## config.mk

```make
export PLATFORM = sky130hd
export DESIGN_NAME = banked_sensor_scan_sequencer
export DESIGN_NICKNAME = d
export VERILOG_FILES = /design/src/rtl/core/bsss_pkg.sv /design/src/rtl/core/bsss_div.sv /design/src/rtl/core/bsss_ctrl.sv /design/src/rtl/core/bsss_dp.sv /design/src/rtl/core/banked_sensor_scan_sequencer.sv
export SDC_FILE = /design/constraint.sdc
export NUM_CORES = 1
export LEC_CHECK = 0
export BUFFER_PORTS_ARGS = -buffer_cell sky130_fd_sc_hd__buf_2
export CORE_MARGIN = 3
export CORE_UTILIZATION = 45
export DETAILED_ROUTE_END_ITERATION = 8
export PLACE_DENSITY_LB_ADDON = 0.08
export SYNTH_ARGS = -nofsm -noshare
export SYNTH_HDL_FRONTEND = slang
export SYNTH_SLANG_ARGS = --single-unit
export TNS_END_PERCENT = 50
```

## constraint.sdc

```tcl
create_clock -name clk -period 6.35 [get_ports clk]
set_clock_uncertainty 0.1 [all_clocks]
set_input_delay 1.27 -clock clk [delete_from_list [all_inputs] [get_ports clk]]
set_output_delay 1.27 -clock clk [all_outputs]
set_load 0.03 [all_outputs]
```

## src/rtl/core/bsss_pkg.sv

```systemverilog
`timescale 1ns / 1ps
package bsss_pkg;

	localparam int MAX_BANKS    = 255;
	localparam int MAX_PER_BANK = 4;

	localparam int ACC_W     = 20;
	localparam int SCNT_W    = 8;
	localparam int MEAN_W    = 12;
	localparam int DIV_CNT_W = $clog2(ACC_W + 1);

	// register indexes on the config port
	localparam logic [2:0] REG_BANK_COUNT  = 3'd0;
	localparam logic [2:0] REG_PER_BANK    = 3'd1;
	localparam logic [2:0] REG_TOTAL       = 3'd2;
	localparam logic [2:0] REG_SETTLE      = 3'd3;
	localparam logic [2:0] REG_SAMPLES     = 3'd4;
	localparam logic [2:0] REG_ADC_INPUT   = 3'd5;

	typedef enum logic [1:0] {
		FN_START  = 2'd0,
		FN_READ   = 2'd1,
		FN_TICK   = 2'd2,
		FN_SAMPLE = 2'd3
	} func_t;

	typedef enum logic [1:0] {
		PH_IDLE    = 2'd0,
		PH_SETTLE  = 2'd1,
		PH_CONVERT = 2'd2
	} phase_t;

	typedef enum logic [1:0] {
		CS_IDLE  = 2'd0,
		CS_EXEC  = 2'd1,
		CS_DIV   = 2'd2,
		CS_WRITE = 2'd3
	} ctrl_state_t;

	typedef struct packed {
		logic capture;
		logic exec;
		logic out_load;
	} cmd_t;

	typedef struct packed {
		logic need_div;
		logic div_busy;
	} stat_t;

	typedef struct packed {
		logic [7:0]  n_banks;
		logic [2:0]  chans_per_bank;
		logic [9:0]  scan_len;
		logic [15:0] settle_ticks;
		logic [7:0]  samples_per_value;
	} cfg_t;

	// 12-bit mean to 16 bits, top nibble repeated at the bottom
	function automatic logic [15:0] widen(input logic [MEAN_W-1:0] m);
		return {m, m[MEAN_W-1:MEAN_W-4]};
	endfunction

endpackage

```

## src/rtl/core/bsss_div.sv

```systemverilog
`timescale 1ns / 1ps
module bsss_div (
	input  logic                              clk,
	input  logic                              arst_n,
	input  logic                              start,
	input  logic [bsss_pkg::ACC_W-1:0]        dividend,
	input  logic [bsss_pkg::SCNT_W-1:0]       divisor,
	output logic                              busy,
	output logic [bsss_pkg::MEAN_W-1:0]       quotient
);
	import bsss_pkg::*;

	logic [DIV_CNT_W-1:0] cnt_q;
	logic [SCNT_W-1:0]    den_q;
	logic [SCNT_W-1:0]    rem_q;
	logic [ACC_W-1:0]     quo_q;
	logic [SCNT_W:0]      trial;
	logic                 fits;

	// restoring division, one quotient bit per cycle
	assign trial = {rem_q, quo_q[ACC_W-1]};
	assign fits  = trial >= {1'b0, den_q};

	always_ff @(posedge clk or negedge arst_n) begin
		if (!arst_n) begin
			cnt_q <= '0;
		end else if (start) begin
			cnt_q <= DIV_CNT_W'(ACC_W);
		end else if (cnt_q != '0) begin
			cnt_q <= cnt_q - 1'b1;
		end
	end

	always_ff @(posedge clk) begin
		if (start) begin
			den_q <= divisor;
			rem_q <= '0;
			quo_q <= dividend;
		end else if (cnt_q != '0) begin
			rem_q <= fits ? SCNT_W'(trial - {1'b0, den_q}) : trial[SCNT_W-1:0];
			quo_q <= {quo_q[ACC_W-2:0], fits};
		end
	end

	assign busy     = cnt_q != '0;
	assign quotient = quo_q[MEAN_W-1:0];

endmodule

```

## src/rtl/core/bsss_ctrl.sv

```systemverilog
`timescale 1ns / 1ps
module bsss_ctrl (
	input  logic            clk,
	input  logic            arst_n,
	input  logic            in_valid,
	output logic            in_stall,
	output logic            out_valid,
	input  logic            out_stall,
	input  bsss_pkg::stat_t stat,
	output bsss_pkg::cmd_t  cmd
);
	import bsss_pkg::*;

	ctrl_state_t state_q, state_n;
	logic        out_valid_q;
	logic        slot_free;

	assign slot_free = !out_valid_q || !out_stall;

	always_ff @(posedge clk or negedge arst_n) begin
		if (!arst_n) begin
			state_q     <= CS_IDLE;
			out_valid_q <= 1'b0;
		end else begin
			state_q     <= state_n;
			out_valid_q <= cmd.out_load || (out_valid_q && out_stall);
		end
	end

	always_comb begin
		state_n      = state_q;
		cmd          = '0;
		in_stall     = 1'b1;
		unique case (state_q)
			CS_IDLE: begin
				in_stall = 1'b0;
				if (in_valid) begin
					cmd.capture = 1'b1;
					state_n     = CS_EXEC;
				end
			end
			CS_EXEC: begin
				cmd.exec = 1'b1;
				state_n  = stat.need_div ? CS_DIV : CS_WRITE;
			end
			CS_DIV: begin
				if (!stat.div_busy) begin
					state_n = CS_WRITE;
				end
			end
			CS_WRITE: begin
				if (slot_free) begin
					cmd.out_load = 1'b1;
					state_n      = CS_IDLE;
				end
			end
			default: state_n = CS_IDLE;
		endcase
	end

	assign out_valid = out_valid_q;

endmodule

```

## src/rtl/core/bsss_dp.sv

```systemverilog
`timescale 1ns / 1ps
module bsss_dp (
	input  logic            clk,
	input  logic            arst_n,
	input  bsss_pkg::cmd_t  cmd,
	output bsss_pkg::stat_t stat,
	input  bsss_pkg::cfg_t  cfg,
	input  logic [1:0]      func,
	input  logic [7:0]      bank_sel,
	input  logic [1:0]      chan_sel,
	input  logic [11:0]     sample,
	output logic [7:0]      active_bank,
	output logic            bank_on,
	output logic [1:0]      mux_select,
	output logic            adc_start,
	output logic            value_valid,
	output logic [15:0]     value,
	output logic [9:0]      value_index,
	output logic            last_value,
	output logic [31:0]     scan_count,
	output logic            busy_res,
	output logic            error
);
	import bsss_pkg::*;

	// captured item
	func_t       func_q;
	logic [7:0]  bsel_q;
	logic [1:0]  csel_q;
	logic [11:0] smp_q;

	// sequencer state
	phase_t            phase_q, phase_n;
	logic              single_q, single_n;
	logic [7:0]        bank_q, bank_n;
	logic [1:0]        ch_q, ch_n;
	logic [9:0]        idx_q, idx_n;
	logic [15:0]       timer_q, timer_n;
	logic [SCNT_W-1:0] scnt_q, scnt_n;
	logic [ACC_W-1:0]  acc_q, acc_n;
	logic [31:0]       scan_q, scan_n;

	// per-item flags held until the result is loaded
	logic       p_adc_q, p_valid_q, p_last_q, p_err_q;
	logic [9:0] p_idx_q;
	logic       p_adc, p_valid, p_last, p_err;
	logic [9:0] p_idx;

	logic [7:0]        eff_banks;
	logic [2:0]        eff_per_bank;
	logic [7:0]        eff_samples;
	logic [ACC_W-1:0]  acc_sum;
	logic [SCNT_W-1:0] scnt_inc;
	logic [15:0]       timer_dec;
	logic [10:0]       nidx;
	logic [2:0]        nch;
	logic [8:0]        nbank;
	logic              do_select;
	logic              need_div;
	logic              div_busy;
	logic [MEAN_W-1:0] mean;

	assign eff_banks    = (32'(cfg.n_banks) > MAX_BANKS) ? 8'(MAX_BANKS) : cfg.n_banks;
	assign eff_per_bank = (32'(cfg.chans_per_bank) > MAX_PER_BANK) ?
		3'(MAX_PER_BANK) : cfg.chans_per_bank;
	assign eff_samples  = (cfg.samples_per_value == '0) ? 8'd1 : cfg.samples_per_value;

	assign acc_sum   = acc_q + ACC_W'(smp_q);
	assign scnt_inc  = scnt_q + 1'b1;
	assign timer_dec = timer_q - 1'b1;

	always_comb begin
		phase_n   = phase_q;
		single_n  = single_q;
		bank_n    = bank_q;
		ch_n      = ch_q;
		idx_n     = idx_q;
		timer_n   = timer_q;
		scnt_n    = scnt_q;
		acc_n     = acc_q;
		scan_n    = scan_q;
		p_adc     = 1'b0;
		p_valid   = 1'b0;
		p_idx     = '0;
		p_last    = 1'b0;
		p_err     = 1'b0;
		need_div  = 1'b0;
		do_select = 1'b0;
		nidx      = {1'b0, idx_q} + 11'd1;
		nch       = {1'b0, ch_q} + 3'd1;
		nbank     = {1'b0, bank_q};
		unique case (func_q)
			FN_START: begin
				if (phase_q == PH_IDLE) begin
					if (cfg.scan_len == '0 || eff_banks == '0 || eff_per_bank == '0) begin
						scan_n = scan_q + 1'b1;
					end else begin
						single_n  = 1'b0;
						bank_n    = '0;
						ch_n      = '0;
						idx_n     = '0;
						do_select = 1'b1;
					end
				end
			end
			FN_READ: begin
				if (phase_q == PH_IDLE) begin
					if (bsel_q >= eff_banks || {1'b0, csel_q} >= eff_per_bank) begin
						p_err = 1'b1;
					end else begin
						single_n  = 1'b1;
						bank_n    = bsel_q;
						ch_n      = csel_q;
						idx_n     = '0;
						do_select = 1'b1;
					end
				end
			end
			FN_TICK: begin
				if (phase_q == PH_SETTLE) begin
					timer_n = timer_dec;
					if (timer_dec == '0) begin
						phase_n = PH_CONVERT;
						p_adc   = 1'b1;
					end
				end
			end
			FN_SAMPLE: begin
				if (phase_q == PH_CONVERT) begin
					acc_n  = acc_sum;
					scnt_n = scnt_inc;
					if (scnt_inc < eff_samples) begin
						p_adc = 1'b1;
					end else begin
						need_div = 1'b1;
						p_valid  = 1'b1;
						p_idx    = idx_q;
						if (single_q) begin
							p_last   = 1'b1;
							phase_n  = PH_IDLE;
							single_n = 1'b0;
						end else begin
							if (nch >= eff_per_bank || nidx >= {1'b0, cfg.scan_len}) begin
								nch   = '0;
								nbank = {1'b0, bank_q} + 9'd1;
							end
							idx_n = nidx[9:0];
							if (nidx >= {1'b0, cfg.scan_len} || nbank >= {1'b0, eff_banks}) begin
								p_last  = 1'b1;
								phase_n = PH_IDLE;
								scan_n  = scan_q + 1'b1;
							end else begin
								ch_n      = nch[1:0];
								bank_n    = nbank[7:0];
								do_select = 1'b1;
							end
						end
					end
				end
			end
			default: ;
		endcase
		// select of a new bank or channel restarts settling, or goes straight to conversion when the settle time is zero
		if (do_select) begin
			timer_n = cfg.settle_ticks;
			scnt_n  = '0;
			acc_n   = '0;
			if (cfg.settle_ticks == '0) begin
				phase_n = PH_CONVERT;
				p_adc   = 1'b1;
			end else begin
				phase_n = PH_SETTLE;
			end
		end
	end

	bsss_div u_div (
		.clk      (clk),
		.arst_n   (arst_n),
		.start    (cmd.exec && need_div),
		.dividend (acc_sum),
		.divisor  (scnt_inc),
		.busy     (div_busy),
		.quotient (mean)
	);

	assign stat.need_div = need_div;
	assign stat.div_busy = div_busy;

	always_ff @(posedge clk) begin
		if (cmd.capture) begin
			func_q <= func_t'(func);
			bsel_q <= bank_sel;
			csel_q <= chan_sel;
			smp_q  <= sample;
		end
	end

	always_ff @(posedge clk or negedge arst_n) begin
		if (!arst_n) begin
			phase_q   <= PH_IDLE;
			single_q  <= 1'b0;
			bank_q    <= '0;
			ch_q      <= '0;
			idx_q     <= '0;
			timer_q   <= '0;
			scnt_q    <= '0;
			acc_q     <= '0;
			scan_q    <= '0;
			p_adc_q   <= 1'b0;
			p_valid_q <= 1'b0;
			p_idx_q   <= '0;
			p_last_q  <= 1'b0;
			p_err_q   <= 1'b0;
		end else if (cmd.exec) begin
			phase_q   <= phase_n;
			single_q  <= single_n;
			bank_q    <= bank_n;
			ch_q      <= ch_n;
			idx_q     <= idx_n;
			timer_q   <= timer_n;
			scnt_q    <= scnt_n;
			acc_q     <= acc_n;
			scan_q    <= scan_n;
			p_adc_q   <= p_adc;
			p_valid_q <= p_valid;
			p_idx_q   <= p_idx;
			p_last_q  <= p_last;
			p_err_q   <= p_err;
		end
	end

	always_ff @(posedge clk or negedge arst_n) begin
		if (!arst_n) begin
			active_bank <= '0;
			bank_on     <= 1'b0;
			mux_select  <= '0;
			adc_start   <= 1'b0;
			value_valid <= 1'b0;
			value       <= '0;
			value_index <= '0;
			last_value  <= 1'b0;
			scan_count  <= '0;
			busy_res    <= 1'b0;
			error       <= 1'b0;
		end else if (cmd.out_load) begin
			active_bank <= (phase_q != PH_IDLE) ? bank_q : 8'd0;
			bank_on     <= phase_q != PH_IDLE;
			mux_select  <= ch_q;
			adc_start   <= p_adc_q;
			value_valid <= p_valid_q;
			value       <= p_valid_q ? widen(mean) : 16'd0;
			value_index <= p_idx_q;
			last_value  <= p_last_q;
			scan_count  <= scan_q;
			busy_res    <= phase_q != PH_IDLE;
			error       <= p_err_q;
		end
	end

	a_scan_step: assert property (@(posedge clk) disable iff (!arst_n)
		!$stable(scan_q) |-> scan_q == $past(scan_q) + 32'd1)
		else $error("scan counter moved by other than one");

	a_err_no_value: assert property (@(posedge clk) disable iff (!arst_n)
		error |-> !value_valid && !adc_start)
		else $error("error item carries a value or conversion request");

	a_last_valid: assert property (@(posedge clk) disable iff (!arst_n)
		last_value |-> value_valid)
		else $error("last flag without a value");

	a_div_quiet: assert property (@(posedge clk) disable iff (!arst_n)
		cmd.out_load |-> !div_busy)
		else $error("result loaded while divider still running");

endmodule

```

## src/rtl/core/banked_sensor_scan_sequencer.sv

```systemverilog
`timescale 1ns / 1ps
// sequence: an item is captured, executed and its result loaded into the output register once it has room; an
// item that finishes a sensor value also waits on the bit-serial mean divider before its result is loaded
// flow: one item at a time, a new item is taken once the result is loaded,
// while the output register drains
// reset: arst_n clears sequencer state, scan count and output valid at once;
// config registers return to 1, 4, 4, 0, 1, 0
module banked_sensor_scan_sequencer (
	input  logic        clk,
	input  logic        arst_n,
	// config port
	input  logic        psel,
	input  logic        penable,
	input  logic        pwrite,
	input  logic [4:0]  paddr,
	input  logic [31:0] pwdata,
	output logic [31:0] prdata,
	output logic        pready,
	// input items
	input  logic        in_valid,
	output logic        in_stall,
	input  logic [1:0]  func,
	input  logic [7:0]  bank_sel,
	input  logic [1:0]  chan_sel,
	input  logic [11:0] sample,
	// result items
	output logic        out_valid,
	input  logic        out_stall,
	output logic [7:0]  active_bank,
	output logic        bank_on,
	output logic [1:0]  mux_select,
	output logic        adc_start,
	output logic        value_valid,
	output logic [15:0] value,
	output logic [9:0]  value_index,
	output logic        last_value,
	output logic [31:0] scan_count,
	output logic        busy_res,
	output logic        error
);
	import bsss_pkg::*;

	cfg_t       cfg_q;
	logic [1:0] adc_input_q;
	logic       wr_en;
	cmd_t       cmd;
	stat_t      stat;

	assign pready = 1'b1;
	assign wr_en  = psel && penable && pwrite && pready;

	always_ff @(posedge clk or negedge arst_n) begin
		if (!arst_n) begin
			cfg_q.n_banks           <= 8'd1;
			cfg_q.chans_per_bank    <= 3'd4;
			cfg_q.scan_len          <= 10'd4;
			cfg_q.settle_ticks      <= 16'd0;
			cfg_q.samples_per_value <= 8'd1;
			adc_input_q             <= 2'd0;
		end else if (wr_en) begin
			unique case (paddr[4:2])
				REG_BANK_COUNT: cfg_q.n_banks           <= pwdata[7:0];
				REG_PER_BANK:   cfg_q.chans_per_bank    <= pwdata[2:0];
				REG_TOTAL:      cfg_q.scan_len          <= pwdata[9:0];
				REG_SETTLE:     cfg_q.settle_ticks      <= pwdata[15:0];
				REG_SAMPLES:    cfg_q.samples_per_value <= pwdata[7:0];
				REG_ADC_INPUT:  adc_input_q             <= pwdata[1:0];
				default: ;
			endcase
		end
	end

	always_comb begin
		unique case (paddr[4:2])
			REG_BANK_COUNT: prdata = 32'(cfg_q.n_banks);
			REG_PER_BANK:   prdata = 32'(cfg_q.chans_per_bank);
			REG_TOTAL:      prdata = 32'(cfg_q.scan_len);
			REG_SETTLE:     prdata = 32'(cfg_q.settle_ticks);
			REG_SAMPLES:    prdata = 32'(cfg_q.samples_per_value);
			REG_ADC_INPUT:  prdata = 32'(adc_input_q);
			default:        prdata = 32'd0;
		endcase
	end

	bsss_ctrl u_ctrl (
		.clk       (clk),
		.arst_n    (arst_n),
		.in_valid  (in_valid),
		.in_stall  (in_stall),
		.out_valid (out_valid),
		.out_stall (out_stall),
		.stat      (stat),
		.cmd       (cmd)
	);

	bsss_dp u_dp (
		.clk         (clk),
		.arst_n      (arst_n),
		.cmd         (cmd),
		.stat        (stat),
		.cfg         (cfg_q),
		.func        (func),
		.bank_sel    (bank_sel),
		.chan_sel    (chan_sel),
		.sample      (sample),
		.active_bank (active_bank),
		.bank_on     (bank_on),
		.mux_select  (mux_select),
		.adc_start   (adc_start),
		.value_valid (value_valid),
		.value       (value),
		.value_index (value_index),
		.last_value  (last_value),
		.scan_count  (scan_count),
		.busy_res    (busy_res),
		.error       (error)
	);

endmodule

```

==> results.toml <==
[run_status]
status = "finished clean"

[hold_path]
min_to = "u_dp.scan_q[31]"
hold_start = "u_dp.scan_q[31]"
whs_path_depth = 1
hold_path_class = "flip-flop to flip-flop"

[yosys]
ys_seq_area_frac = 0.498
syn-mean-instance-area_um2 = 10.2
syn_area_um2 = 15400
synth_edf_count = 52
netlist_instances = 1508
async_flop_share = 0.798
synth.distinct_cells = 78
yosysWarnings = 0
synth_ff_type = "dfrtp_1"
ys_seq_elements = 297

[sta]
setup_viol = 0
max_freq_mhz = 175
slew_violations = 0
rsz0062_at_grt = "no"
tns_ps = 0
worstMarginPinSlew_ps = 1190
min_period_ps = 5710
relSlewSlack = 0.200
final_hold_viol_count = 0
fin_crit_sh = 0.899

[clocking]
postCtsSetupBuffers = 0
insertion_delay_ps = 510
numCtsBuffers = 36
cts-hold-fix-buffers = 0
clockRootBuffer = "clkbuf_16"
cts_resized = 0
cts_num_sinks = 297
htreeDepth = 2
clock_path_buffers = 3
cts_tree = "done"
clkTransAtPathRegs_ps = 60

[global_routing]
grt_pass1_wl_mm = 60.9
grt.overflow.total = 0
grt_pass1_vias = 11100
antenna_found_initial = 0
grt_use_total = 0.209
grt_max_degree = 128

[setup_path]
cp-start-kind = "flip-flop"
path_max_fanout = 21
crit_path_start = "u_dp.idx_q[0]"
end_kind = "flip-flop"
critPathRequiredTime_ps = 6640
arrival_ps = 6000
rrSetupSlack_ps = 640
r2r_cells = 22
r2r-start = "u_dp.idx_q[0]"
critPathKind = "flip-flop to flip-flop"
r2r_end = "u_dp.acc_q[14]"

[die]
initial_core_util = 0.457
dieArea_um2 = 36400
fp.dieH_um = 191
core_um2 = 33600
num_io_pins = 177
die_w_um = 191
rows = 67

[cells_and_area]
nets = 1774
mostFrequentLayoutCells = "dfrtp_1 (233), nand2_1 (219), buf_2 (140)"
drive_gt1_frac = 0.191
final_common_cell = "dfrtp_1"
antennaDiodeCount = 0
syn2layout_area_growth_pct = 14.8
post-route-cell-area_um2 = 17600
fin_cells = 2105

[placed_design]
gp_congestion = 0.840
hpwl_mm = 26.3
placed_area_um2 = 16500
placed_cells = 2042
portBuffers = 141

[pwr]
p_per_area_nw_per_um2 = 405
p_seq_frac = 0.389
power_frac_clock = 0.288
p_int_mw = 4.53
switching_share = 0.365
vdd_ir_drop_max_mv = 0.167
p_sw_mw = 2.61
p_comb_frac = 0.324
p_leak_nw = 8.36

[route]
drt-initial-drc-count = 802
first_pass_iters = 7
ant_nets = 0
wirelength_mm = 37.8
vias = 11400
wl_per_cell_um = 18.0
via_per_inst = 5.44
drc = 0

[run]
cap_violations = 0
[worst max path at each step]
stage	to	cells past startpoint	slack [ps]
global placement	u_dp.acc_q[16]	22	720
finish	u_dp.acc_q[14]	22	640
CTS	u_dp.acc_q[14]	22	610
detailed placement	u_dp.acc_q[14]	22	620
global route	u_dp.acc_q[14]	22	210
floorplan	u_dp.timer_q[0]	23	1360
[routing by layer]
layer	up-vias	share of wire	GRT usage
met5	-	0	0
met4	0	0.019	0.0474
met3	54	0.054	0.0364
met2	278	0.44	0.320
met1	5543	0.49	0.311
li1	5566	-	-
[cell usage after synthesis (5+ instances only)]
cell	n	area [um2]
o31ai_1	16	120
o21ai_0	112	561
edfxtp_1	52	1560
dfrtp_1	233	5830
mux2i_1	16	160
nand2b_1	14	87.6
clkbuf_1	57	214
o21ai_1	17	85.1
xnor2_1	44	385
or3_1	5	31.3
inv_1	64	240
buf_2	6	30.0
o21a_1	6	45.0
and3_1	29	181
nand4_1	26	163
a211o_1	6	52.6
nor3_1	26	130
nand2_1	220	826
and2_1	8	50.1
dfxtp_1	8	160
o22ai_1	7	43.8
a31oi_1	7	43.8
mux2_2	83	935
nor2b_1	12	75.1
o211ai_1	6	45.0
o21bai_1	6	45.0
a21o_1	15	113
a211oi_1	6	45.0
ha_1	72	901
xor2_1	32	280
nor2_1	80	300
a22oi_1	12	90.1
nor4_1	18	113
nand3_1	38	190
o2bb2ai_1	14	123
a21oi_1	42	210
buf_4	22	165
[cells by family (layout without fill, tap and decap cells)]
| group | count (synthesis) | after routing | synth area share |
|---|---|---|---|
| xor gates and xnor gates | 76 | 76 | 0.0433 |
| muxes | 100 | 100 | 0.0720 |
| DFF | 297 | 297 | 0.498 |
| buffers and inverters | 154 | 288 | 0.0445 |
| AOI/OAI and AO/OA | 311 | 311 | 0.131 |
| and+or+nand+nor | 494 | 494 | 0.149 |
| adders and majority gates | 74 | 74 | 0.0612 |
| other | 2 | 17 | 0.000489 |
[power groups by stage]
stage	Sequential, mW	Combinational (mW)	Clock (mW)
after floorplan	2.73	1.69	0
final	2.77	2.31	2.05
after global routing	2.83	2.60	2.19
after global placement	2.79	2.27	0
after CTS	2.77	2.33	2.11
after detailed placement	2.80	2.32	0
[stage by stage]
| step | utilization | power, mW | hold slack (ps) | setup slack (ps) |
|---|---|---|---|---|
| 6_report | 0.525 | 7.14 | 370 | 639 |
| 5_1_grt | 0.525 | 7.63 | 387 | 211 |
| 4_1_cts | 0.525 | 7.21 | 376 | 608 |
| 3_5_place_dp | 0.489 | 5.12 | 358 | 622 |
| 3_3_place_gp | 0.489 | 5.06 | 357 | 716 |
| 2_1_floorplan | - | 4.42 | 338 | 1360 |
[sequential cells by signal, summed over array words and instances (netlist names), 5 cells and up]
name,flops
u_dp.scan_count,32
u_dp.u_div.rem_q,8
u_dp.bsel_q,8
u_dp.timer_q,16
u_dp.bank_q,8
u_dp.acc_q,20
u_dp.u_div.den_q,8
u_dp.u_div.cnt_q,5
u_dp.value_index,10
u_dp.scnt_q,8
u_dp.scan_q,32
u_dp.active_bank,8
cfg_q,45
u_dp.value,12
u_dp.smp_q,12
u_dp.idx_q,10
u_dp.u_div.quo_q,20
u_dp.p_idx_q,10
[critical path, cell delays in order, from the launching register on]
cell,delay [ps]
dfrtp_1,490
ha_1,230
nand3_1,150
nor2_1,190
and3_1,180
xor2_1,210
ha_1,280
a21o_1,180
a21o_1,230
a2111oi_4,370
o21ai_2,230
nand4_1,160
xnor2_1,160
ha_1,280
a21o_1,160
a211o_1,280
a41oi_1,160
o21bai_1,120
a211o_2,420
o31ai_4,270
buf_4,350
nor4_1,90
mux2_2,300
[cell type report]
cell class	count	area, um2
fill	3085	16000
sequential	297	7660
multi-input combinational	1072	7120
clock buffer	52	1040
timing repair buffer	160	871
tap	448	561
inverter	65	244
clock inverter	11	138
Note: power is estimated with default switching activity, not from simulation.
